===== src/rtl/cti_pkg.sv =====
package cti_pkg;

  localparam int VALUE_WIDTH = 32;
  localparam int TABLE_DEPTH = 256;
  localparam int IDX_W       = 8;
  localparam int PTS_W       = 9;
  localparam int STATUS_W    = 2;

  localparam logic [STATUS_W-1:0] ST_OK    = 2'd0;
  localparam logic [STATUS_W-1:0] ST_SAT   = 2'd1;
  localparam logic [STATUS_W-1:0] ST_DEGEN = 2'd2;

  localparam logic FUNC_LOAD  = 1'b0;
  localparam logic FUNC_QUERY = 1'b1;

  typedef enum logic [4:0] {
    OP_NONE   = 5'd0,
    OP_LOAD   = 5'd1,
    OP_START  = 5'd2,
    OP_CHK0   = 5'd3,
    OP_CHK1   = 5'd4,
    OP_ISSUE  = 5'd5,
    OP_CMP    = 5'd6,
    OP_SETI0  = 5'd7,
    OP_FETCH  = 5'd8,
    OP_TINIT  = 5'd9,
    OP_MSTART = 5'd10,
    OP_MSTEP  = 5'd11,
    OP_MWB    = 5'd12,
    OP_DSTART = 5'd13,
    OP_DSTEP  = 5'd14,
    OP_DWB    = 5'd15,
    OP_FIN    = 5'd16,
    OP_DEGEN  = 5'd17
  } dp_op_t;

  typedef struct packed {
    dp_op_t     op;
    logic [2:0] cnt;
    logic [1:0] k;
    logic [1:0] j;
    logic       sel_den;
  } dp_cmd_t;

  typedef struct packed {
    logic le;
    logic more;
    logic den_zero;
    logic out_free;
  } dp_sts_t;

endpackage


===== src/rtl/cti_ctrl.sv =====
module cti_ctrl #(
  parameter int VALUE_WIDTH = cti_pkg::VALUE_WIDTH
) (
  input  logic             clk,
  input  logic             rst_n,
  input  logic             in_valid,
  input  logic             in_func,
  output logic             in_ready,
  input  cti_pkg::dp_sts_t sts,
  output cti_pkg::dp_cmd_t cmd
);
  import cti_pkg::*;

  localparam int WW     = 4 * VALUE_WIDTH + 16;
  localparam int DW     = VALUE_WIDTH + 1;
  localparam int MSTEPS = (DW + 3) / 4;
  localparam int CW     = $clog2(WW);

  typedef enum logic [15:0] {
    S_IDLE  = 16'h0001,
    S_CHK0  = 16'h0002,
    S_CHK1  = 16'h0004,
    S_LOOP  = 16'h0008,
    S_CMP   = 16'h0010,
    S_FETCH = 16'h0020,
    S_TINIT = 16'h0040,
    S_MST   = 16'h0080,
    S_MSTEP = 16'h0100,
    S_MWB   = 16'h0200,
    S_DZ    = 16'h0400,
    S_DSTEP = 16'h0800,
    S_DWB   = 16'h1000,
    S_FIN   = 16'h2000,
    S_DEGEN = 16'h4000,
    S_SPARE = 16'h8000
  } state_t;

  state_t       state_r, state_nxt;
  logic [CW-1:0] cnt_r, cnt_nxt;
  logic [1:0]   k_r, k_nxt, j_r, j_nxt;
  logic         sel_r, sel_nxt;
  logic [2:0]   j_inc, j_skip;

  always_comb begin
    j_inc  = {1'b0, j_r} + 3'd1;
    j_skip = (j_inc[1:0] == k_r && !j_inc[2]) ? j_inc + 3'd1 : j_inc;
  end

  always_comb begin
    state_nxt   = state_r;
    cnt_nxt     = cnt_r;
    k_nxt       = k_r;
    j_nxt       = j_r;
    sel_nxt     = sel_r;
    in_ready    = 1'b0;
    cmd.op      = OP_NONE;
    cmd.cnt     = cnt_r[2:0];
    cmd.k       = k_r;
    cmd.j       = j_r;
    cmd.sel_den = sel_r;
    unique case (state_r)
      S_IDLE: begin
        in_ready = 1'b1;
        if (in_valid) begin
          if (in_func == FUNC_QUERY) begin
            cmd.op    = OP_START;
            state_nxt = S_CHK0;
          end else begin
            cmd.op = OP_LOAD;
          end
        end
      end
      S_CHK0: begin
        cmd.op  = OP_CHK0;
        cnt_nxt = '0;
        state_nxt = sts.le ? S_CHK1 : S_FETCH;
      end
      S_CHK1: begin
        cmd.op  = OP_CHK1;
        cnt_nxt = '0;
        state_nxt = sts.le ? S_FETCH : S_LOOP;
      end
      S_LOOP: begin
        cnt_nxt = '0;
        if (sts.more) begin
          cmd.op    = OP_ISSUE;
          state_nxt = S_CMP;
        end else begin
          cmd.op    = OP_SETI0;
          state_nxt = S_FETCH;
        end
      end
      S_CMP: begin
        cmd.op    = OP_CMP;
        state_nxt = S_LOOP;
      end
      S_FETCH: begin
        cmd.op = OP_FETCH;
        if (cnt_r[2:0] == 3'd4) begin
          k_nxt     = 2'd0;
          state_nxt = S_TINIT;
        end else begin
          cnt_nxt = cnt_r + 1'b1;
        end
      end
      S_TINIT: begin
        cmd.op    = OP_TINIT;
        j_nxt     = (k_r == 2'd0) ? 2'd1 : 2'd0;
        sel_nxt   = 1'b0;
        state_nxt = S_MST;
      end
      S_MST: begin
        cmd.op    = OP_MSTART;
        cnt_nxt   = '0;
        state_nxt = S_MSTEP;
      end
      S_MSTEP: begin
        cmd.op  = OP_MSTEP;
        cnt_nxt = cnt_r + 1'b1;
        if (cnt_r == CW'(MSTEPS - 1)) begin
          state_nxt = S_MWB;
        end
      end
      S_MWB: begin
        cmd.op = OP_MWB;
        if (!sel_r) begin
          sel_nxt   = 1'b1;
          state_nxt = S_MST;
        end else begin
          sel_nxt = 1'b0;
          if (j_skip[2]) begin
            state_nxt = S_DZ;
          end else begin
            j_nxt     = j_skip[1:0];
            state_nxt = S_MST;
          end
        end
      end
      S_DZ: begin
        cnt_nxt = '0;
        if (sts.den_zero) begin
          state_nxt = S_DEGEN;
        end else begin
          cmd.op    = OP_DSTART;
          state_nxt = S_DSTEP;
        end
      end
      S_DSTEP: begin
        cmd.op  = OP_DSTEP;
        cnt_nxt = cnt_r + 1'b1;
        if (cnt_r == CW'(WW - 1)) begin
          state_nxt = S_DWB;
        end
      end
      S_DWB: begin
        cmd.op = OP_DWB;
        if (k_r == 2'd3) begin
          state_nxt = S_FIN;
        end else begin
          k_nxt     = k_r + 2'd1;
          state_nxt = S_TINIT;
        end
      end
      S_FIN: begin
        if (sts.out_free) begin
          cmd.op    = OP_FIN;
          state_nxt = S_IDLE;
        end
      end
      S_DEGEN: begin
        if (sts.out_free) begin
          cmd.op    = OP_DEGEN;
          state_nxt = S_IDLE;
        end
      end
      default: begin
        state_nxt = S_IDLE;
      end
    endcase
  end

  always_ff @(posedge clk) begin
    if (!rst_n) begin
      state_r <= S_IDLE;
      cnt_r   <= '0;
      k_r     <= '0;
      j_r     <= '0;
      sel_r   <= 1'b0;
    end else begin
      state_r <= state_nxt;
      cnt_r   <= cnt_nxt;
      k_r     <= k_nxt;
      j_r     <= j_nxt;
      sel_r   <= sel_nxt;
    end
  end
endmodule


===== config.mk =====
export PLATFORM = sky130hd
export DESIGN_NAME = cti_ctrl
export DESIGN_NICKNAME = d
export VERILOG_FILES = /design/src/rtl/cti_pkg.sv /design/src/rtl/cti_ctrl.sv
export SDC_FILE = /design/constraint.sdc
export NUM_CORES = 1
export LEC_CHECK = 0
export BUFFER_PORTS_ARGS = -buffer_cell sky130_fd_sc_hd__buf_2
export CAP_MARGIN = 0
export CORE_MARGIN = 3
export CORE_UTILIZATION = 29
export CTS_CLUSTER_DIAMETER = 120
export CTS_CLUSTER_SIZE = 30
export DETAILED_ROUTE_END_ITERATION = 10
export PLACE_DENSITY_LB_ADDON = 0.1
export SLEW_MARGIN = 20
export SYNTH_ARGS = -nofsm -noshare
export SYNTH_HDL_FRONTEND = slang
export SYNTH_SLANG_ARGS = --single-unit

===== constraint.sdc =====
create_clock -name clk -period 2.8 [get_ports clk]
set_input_delay 0.56 -clock clk [delete_from_list [all_inputs] [get_ports clk]]
set_output_delay 0.56 -clock clk [all_outputs]
set_load 0.005 [all_outputs]

==> metrics.yaml, run 1 <==
outcome:
  status: "completed"
setup_path:
  worstPathRequired_ps: 2240
  cp-startpoint: "state_r[3]"
  worst_path_max_delay_cell: "or3_1"
  startpoint_type: "register"
  path_class: "register to primary output"
  r2r_slack_ps: 490
  crit_buf_inv: 4
  crit_cells: 8
  cp_slowest_stage_delay_ps: 400
  critPathArrivalTime_ps: 2130
  worstSetupEndpointType: "primary output"
  r2r_start: "state_r[3]"
  path_delay_family: "simple AND/OR/NAND/NOR gates"
  path_cells: "buf_4, nor4_4, buf_4, buf_4, nand2_1, or3_1, nand4b_1, buf_2"
  rr_worst_depth: 5
  cp_max_fo: 8
  r2r_end: "state_r[9]"
  crit_top_cell: "buf_4"
  crit_end: "cmd[8]"
yosys:
  synth_ff_type: "dfxtp_1"
  ys.warnings.count: 0
  synth_nets: 266
  ys_types: 57
  synthArstFlopShare_pct: 0
  synth_edf_count: 0
  synthCells: 252
  ys_ff_latch: 28
  syn_area_sq_um: 2040
  yosysSeqAreaShare_pct: 27.5
  avgSynthCellArea_sq_um: 8.08
layout:
  layout_common_cells: "27 x nor2_1, 24 x dfxtp_1, 23 x nand2_1"
  drive_gt1_share_pct: 23.7
  antenna_cells: 0
  final_common_cell: "nor2_1"
  final_cells: 371
  syn_to_final_growth_pct: 17.3
  num-nets-final: 293
routing:
  drc: 0
  wl_um: 6060
  drt_iter0_drc: 139
  drt_first_pass_iters: 4
  drt-vias-per-instance: 5.29
  num_vias: 1961
  wl_per_cell_um: 16.3
  ant_nets: 0
power:
  power.switching_mw: 0.298
  power.density_nw_per_um2: 398
  ir_drop_mv: 0.157
  power_frac_seq_pct: 44.2
  intPower_mw: 0.652
  leakagePower_nw: 0.872
  sw_frac_of_total_pct: 31.4
  pwr-share-clk_pct: 28.4
  combPwrFrac_pct: 27.3
clocking:
  path_clk_slew_ps: 100
  cts_hold_buf: 0
  cts_max_path_buffers: 2
  root_buffer: "clkbuf_8"
  worstSkewPairLatency_ps: 290
  cts_tree: "built"
  numCtsBuffers: 3
  htree_levels: 1
  cts.sinks: 28
timing:
  clock_skew_ps: 2.08
  fin_crit_sh_pct: 95.9
  max-slew-margin-rel_pct: 52.5
  period_minus_slack_ps: 2690
  drv_slew: 0
  rsz0062_at_grt: "no"
  max_slew.worst_pin.slew_ps: 695
  hold_viol: 0
  final-setup-viol-count: 0
  fin_tns_setup_ps: 0
  fmax_ghz: 0.372
floorplanning:
  start_util_pct: 31.0
  rows: 29
  fp.dieW_um: 89.8
  ios: 22
  die_y_um: 89.8
  core-area_sq_um: 6570
  dieArea_sq_um: 8070
global_routing:
  grt_usage_pct: 15.1
  grt_pass1_vias: 1888
  grt_pass1_wl_um: 9960
  antenna_found_initial: 0
  grt_overflow: 0
  grt_max_degree: 16
placed_design:
  dp_cells: 365
  gp_congestion: 0.895
  port_buffers: 21
  dp_hpwl_um: 4590
hold_path:
  hp-class: "input port to register"
flow_run:
  cap_violations: 0
final cells by class:
| cell class | count | area [sq um] |
|---|---|---|
| clock buffer | 4 | 55.1 |
| fill | 710 | 4180 |
| inverter | 11 | 41.3 |
| multi-input combinational | 193 | 1350 |
| sequential | 28 | 566 |
| tap | 93 | 116 |
| timing repair buffer | 42 | 263 |
logic make-up after synthesis:
group / synth area share, %
buf+inv: 7.49
flops: 27.5
mux: 1.47
xor+xnor: 6.88
simple gates: 36.9
compound gates: 16.0
fa+ha+maj: 3.69
metal layers:
metal,global-route usage [%],share of wire (%),vias up
met3,2.42,4.1,9
met1,23.0,52,931
met4,3.07,0.97,0
met5,0,0,-
li1,-,-,977
met2,22.2,42,44
power by group through the flow:
stage	Clock [mW]	Sequential, mW	Combinational (mW)
after detailed placement	0	0.428	0.237
after global routing	0.295	0.422	0.281
after floorplan	0	0.425	0.139
final	0.270	0.421	0.260
after CTS	0.279	0.419	0.238
after global placement	0	0.428	0.242
per-stage QoR:
stage	instance area, sq um	power (mW)	util [%]	setup slack (ps)	hold slack, ps
2_1_floorplan	2040	0.565	-	404	499
3_3_place_gp	2290	0.670	34.9	386	523
3_5_place_dp	2290	0.666	34.9	358	529
4_1_cts	2340	0.936	35.7	30.1	513
5_1_grt	2390	0.998	36.4	2.34	513
6_report	2390	0.950	36.4	114	509
worst min path at each step:
stage / from / endpoint / depth (start not counted) / slack (ps)
finish: sts[3] / state_r[2] / 3 / 510
detailed placement: cnt_r[7] / cnt_r[7] / 2 / 530
global route: sts[2] / state_r[4] / 2 / 510
floorplan: cnt_r[7] / cnt_r[7] / 2 / 500
global placement: cnt_r[7] / cnt_r[7] / 2 / 520
CTS: sts[3] / state_r[2] / 3 / 510
synthesized netlist by cell type (all sizes together), types with 2 or more instances:
cell type / count / share of area [%]
o21a: 2 / 0.74
nand3b: 2 / 0.74
nor2: 28 / 5.2
mux2i: 3 / 1.5
nand2b: 2 / 0.61
a21oi: 11 / 3.3
nor3: 10 / 2.7
a211oi: 6 / 2.2
dfxtp: 28 / 28
xor2: 7 / 3.0
o31ai: 2 / 0.98
clkbuf: 6 / 1.1
nand4b: 3 / 1.3
nand3: 12 / 3.2
nand2: 23 / 4.2
nand4: 5 / 1.5
or3: 4 / 1.2
o211ai: 3 / 1.1
o21ai: 3 / 0.74
and4: 4 / 1.7
xnor2: 9 / 3.9
ha: 6 / 3.7
o22ai: 2 / 0.61
nor4b: 10 / 4.9
a2111oi: 3 / 1.3
buf: 14 / 4.4
a41oi: 2 / 0.86
and3: 2 / 0.61
nor4: 8 / 4.2
a211o: 2 / 0.86
or4: 5 / 2.2
inv: 11 / 2.0
flip-flops by register name, indices dropped and copies added, names as in the netlist:
signal	flops
state_r	15
k_r	2
sel_r	1
cnt_r	8
j_r	2
tightest hold or removal path, delay by kind of cell:
family                 cells  cell delay (ps)
buffers and inverters      2              170
and+or+nand+nor            1               40
repair_timing:
action,4_1_cts,5_1_grt
resized for setup,0,9
setup endpoints to repair,0,2
buffers inserted,0,2
(Power assumes the default switching activity.)
==> run 2: changes to the inputs <==
==> constraint.sdc (replaced) <==
create_clock -name clk -period 3 [get_ports clk]
set_input_delay 0.6 -clock clk [delete_from_list [all_inputs] [get_ports clk]]
set_output_delay 0.6 -clock clk [all_outputs]
set_load 0.005 [all_outputs]
==> run 2 against run 1 <==
Compared with the run above:
- via count decreased by 3.4%
- hold slack improved by 40 ps
- flip-flop and latch count unchanged
- largest power group unchanged
- highest routed layer unchanged
==> metrics.yaml, run 2 (synthesis gave the netlist of run 1 again) <==
floorplanning:
  ios: 22  # unchanged
  dieArea_sq_um: 8070  # unchanged
  fp.dieW_um: 89.8  # unchanged
  rows: 29  # unchanged
  die_y_um: 89.8  # unchanged
  core-area_sq_um: 6570  # unchanged
  start_util_pct: 31.0  # unchanged
layout:
  drive_gt1_share_pct: 18.0  # -5.7 points
  final_cells: 359  # -3.2%
  syn_to_final_growth_pct: 11.2
  final_common_cell: "nor2_1"
  largest_register_ffs: 15  # unchanged
  antenna_cells: 0  # unchanged
  top_register: "state_r"
  largestRegisters: "state_r: 15 flops, cnt_r: 8 flops"
  design_area_sq_um: 2260  # -5.2%
  layout_common_cells: "28 x nor2_1, 27 x dfxtp_1, 23 x nand2_1"
  fillers: 719  # +1.3%
  fin_util_pct: 34.5  # -1.9 points
  num-nets-final: 282  # -3.8%
clocking:
  cts.sinks: 28  # unchanged
  cts_max_path_buffers: 2  # unchanged
  path_clk_slew_ps: 100  # about the same
  htree_levels: 1  # unchanged
  numCtsBuffers: 3  # unchanged
  cts_tree: "built"
  root_buffer: "clkbuf_8"
  worstSkewPairLatency_ps: 280  # about the same
  post-cts-setup-buffers: 0  # unchanged
timing:
  clock_skew_ps: 9.13  # +7.05 ps
  hold_viol: 0  # unchanged
  drv_slew: 0  # unchanged
  fin_tns_setup_ps: 0  # unchanged
  final-setup-viol-count: 0  # unchanged
  fmax_ghz: 0.351
  rsz0062_at_grt: "no"
  max-slew-margin-rel_pct: 57.8  # +5.3 points
  max_slew.worst_pin.slew_ps: 629  # -65.2 ps
  timing.hold.ws_ps: 549  # +39.6 ps
  worst_slack_ps: 150  # +35.9 ps
  fin_crit_sh_pct: 95.0
  period_minus_slack_ps: 2850
power:
  ir_drop_mv: 0.153  # -2.7%
  leakagePower_nw: 0.790  # -9.4%
  p_total_mw: 0.824  # -13%
  power.density_nw_per_um2: 364  # -8.5%
setup_path:
  startpoint_type: "register"
  critPathArrivalTime_ps: 2250  # +120 ps
  cp_slowest_stage_delay_ps: 620  # +220 ps
  crit_buf_inv: 1  # -3
  worstSetupEndpointType: "primary output"
  path_delay_family: "simple AND/OR/NAND/NOR gates"
  worst_path_max_delay_cell: "or4_4"
  path_class: "register to primary output"
  cp_max_fo: 8  # unchanged
  path_cells: "or4_4, nor3_1, nand3b_1, o32a_1, nand4b_1, buf_2"
  worstPathRequired_ps: 2400  # +160 ps
global_routing:
  antenna_found_initial: 0  # unchanged
  grt_pass1_wl_um: 9630  # -3.4%
  grt_max_degree: 16  # unchanged
  grt_pass1_vias: 1850  # -2.0%
  grt_overflow: 0  # unchanged
  grt_usage_pct: 14.4  # -0.65 points
routing:
  num_vias: 1895  # -3.4%
  wl_per_cell_um: 15.8  # -3.1%
  wl_um: 5680  # -6.2%
  drt_first_pass_iters: 4  # unchanged
  drt-vias-per-instance: 5.28  # -0.14%
  ant_nets: 0  # unchanged
  drc: 0  # unchanged
  drt_iter0_drc: 148  # +6.5%
hold_path:
  hp-class: "register to register"
placed_design:
  port_buffers: 21  # unchanged
  gp_congestion: 0.887  # -0.97%
  dp_cells: 356  # -2.5%
  dp_hpwl_um: 4310  # -6.0%
  dpl_worst_slack_ps: 423  # +65.1 ps
  dpl-instance-area_sq_um: 2220  # -3.0%
flow_run:
  cap_violations: 0  # unchanged
outcome:
  status: "completed"
## run 2: final timing paths
kind | from | depth (start not counted) | slack (ps) | to
worst max-delay path | state_r[4] | 6 | 150 | cmd[8]
worst max register to register | state_r[4] | 5 | 660 | state_r[9]
worst min-delay path | cnt_r[5] | 2 | 550 | cnt_r[5]
worst min register to register | cnt_r[5] | 2 | 550 | cnt_r[5]
## run 2: layout make-up
cell class / instances / area (sq um) / area share [%]
Clock buffer: 3 / 41.3 / 1.82
Multi-Input combinational cell: 193 / 1320 / 58.5
Sequential cell: 28 / 562 / 24.8
Timing Repair Buffer: 31 / 180 / 7.96
Tap cell: 93 / 116 / 5.14
Inverter: 11 / 41.3 / 1.82
## run 2: worst reg2reg max path, cell delays in order, from the launching register on
cell	delay (ps)
dfxtp_1	440
nor4_4	550
nand2_1	200
a2111oi_0	560
nor3_2	220
and4_1	260
## run 2: report_power, final
part           total (mW)  internal (mW)  switching (mW)
clock network       0.216         0.0906           0.126
registers           0.393          0.380          0.0136
logic               0.215         0.0919           0.123
total               0.824          0.562           0.262
## run 2: per-layer routing
metal	up-vias	GRT usage [%]	routed length [um]
met5	-	0	0
met4	0	3.19	102
met3	6	2.75	243
met2	44	21.6	2410
met1	884	21.4	2920
li1	961	-	-
## run 2: repair_timing
action,CTS,global route
endpoints found under the setup margin,0,2
gates resized for setup,0,1
hold buffers,0,0
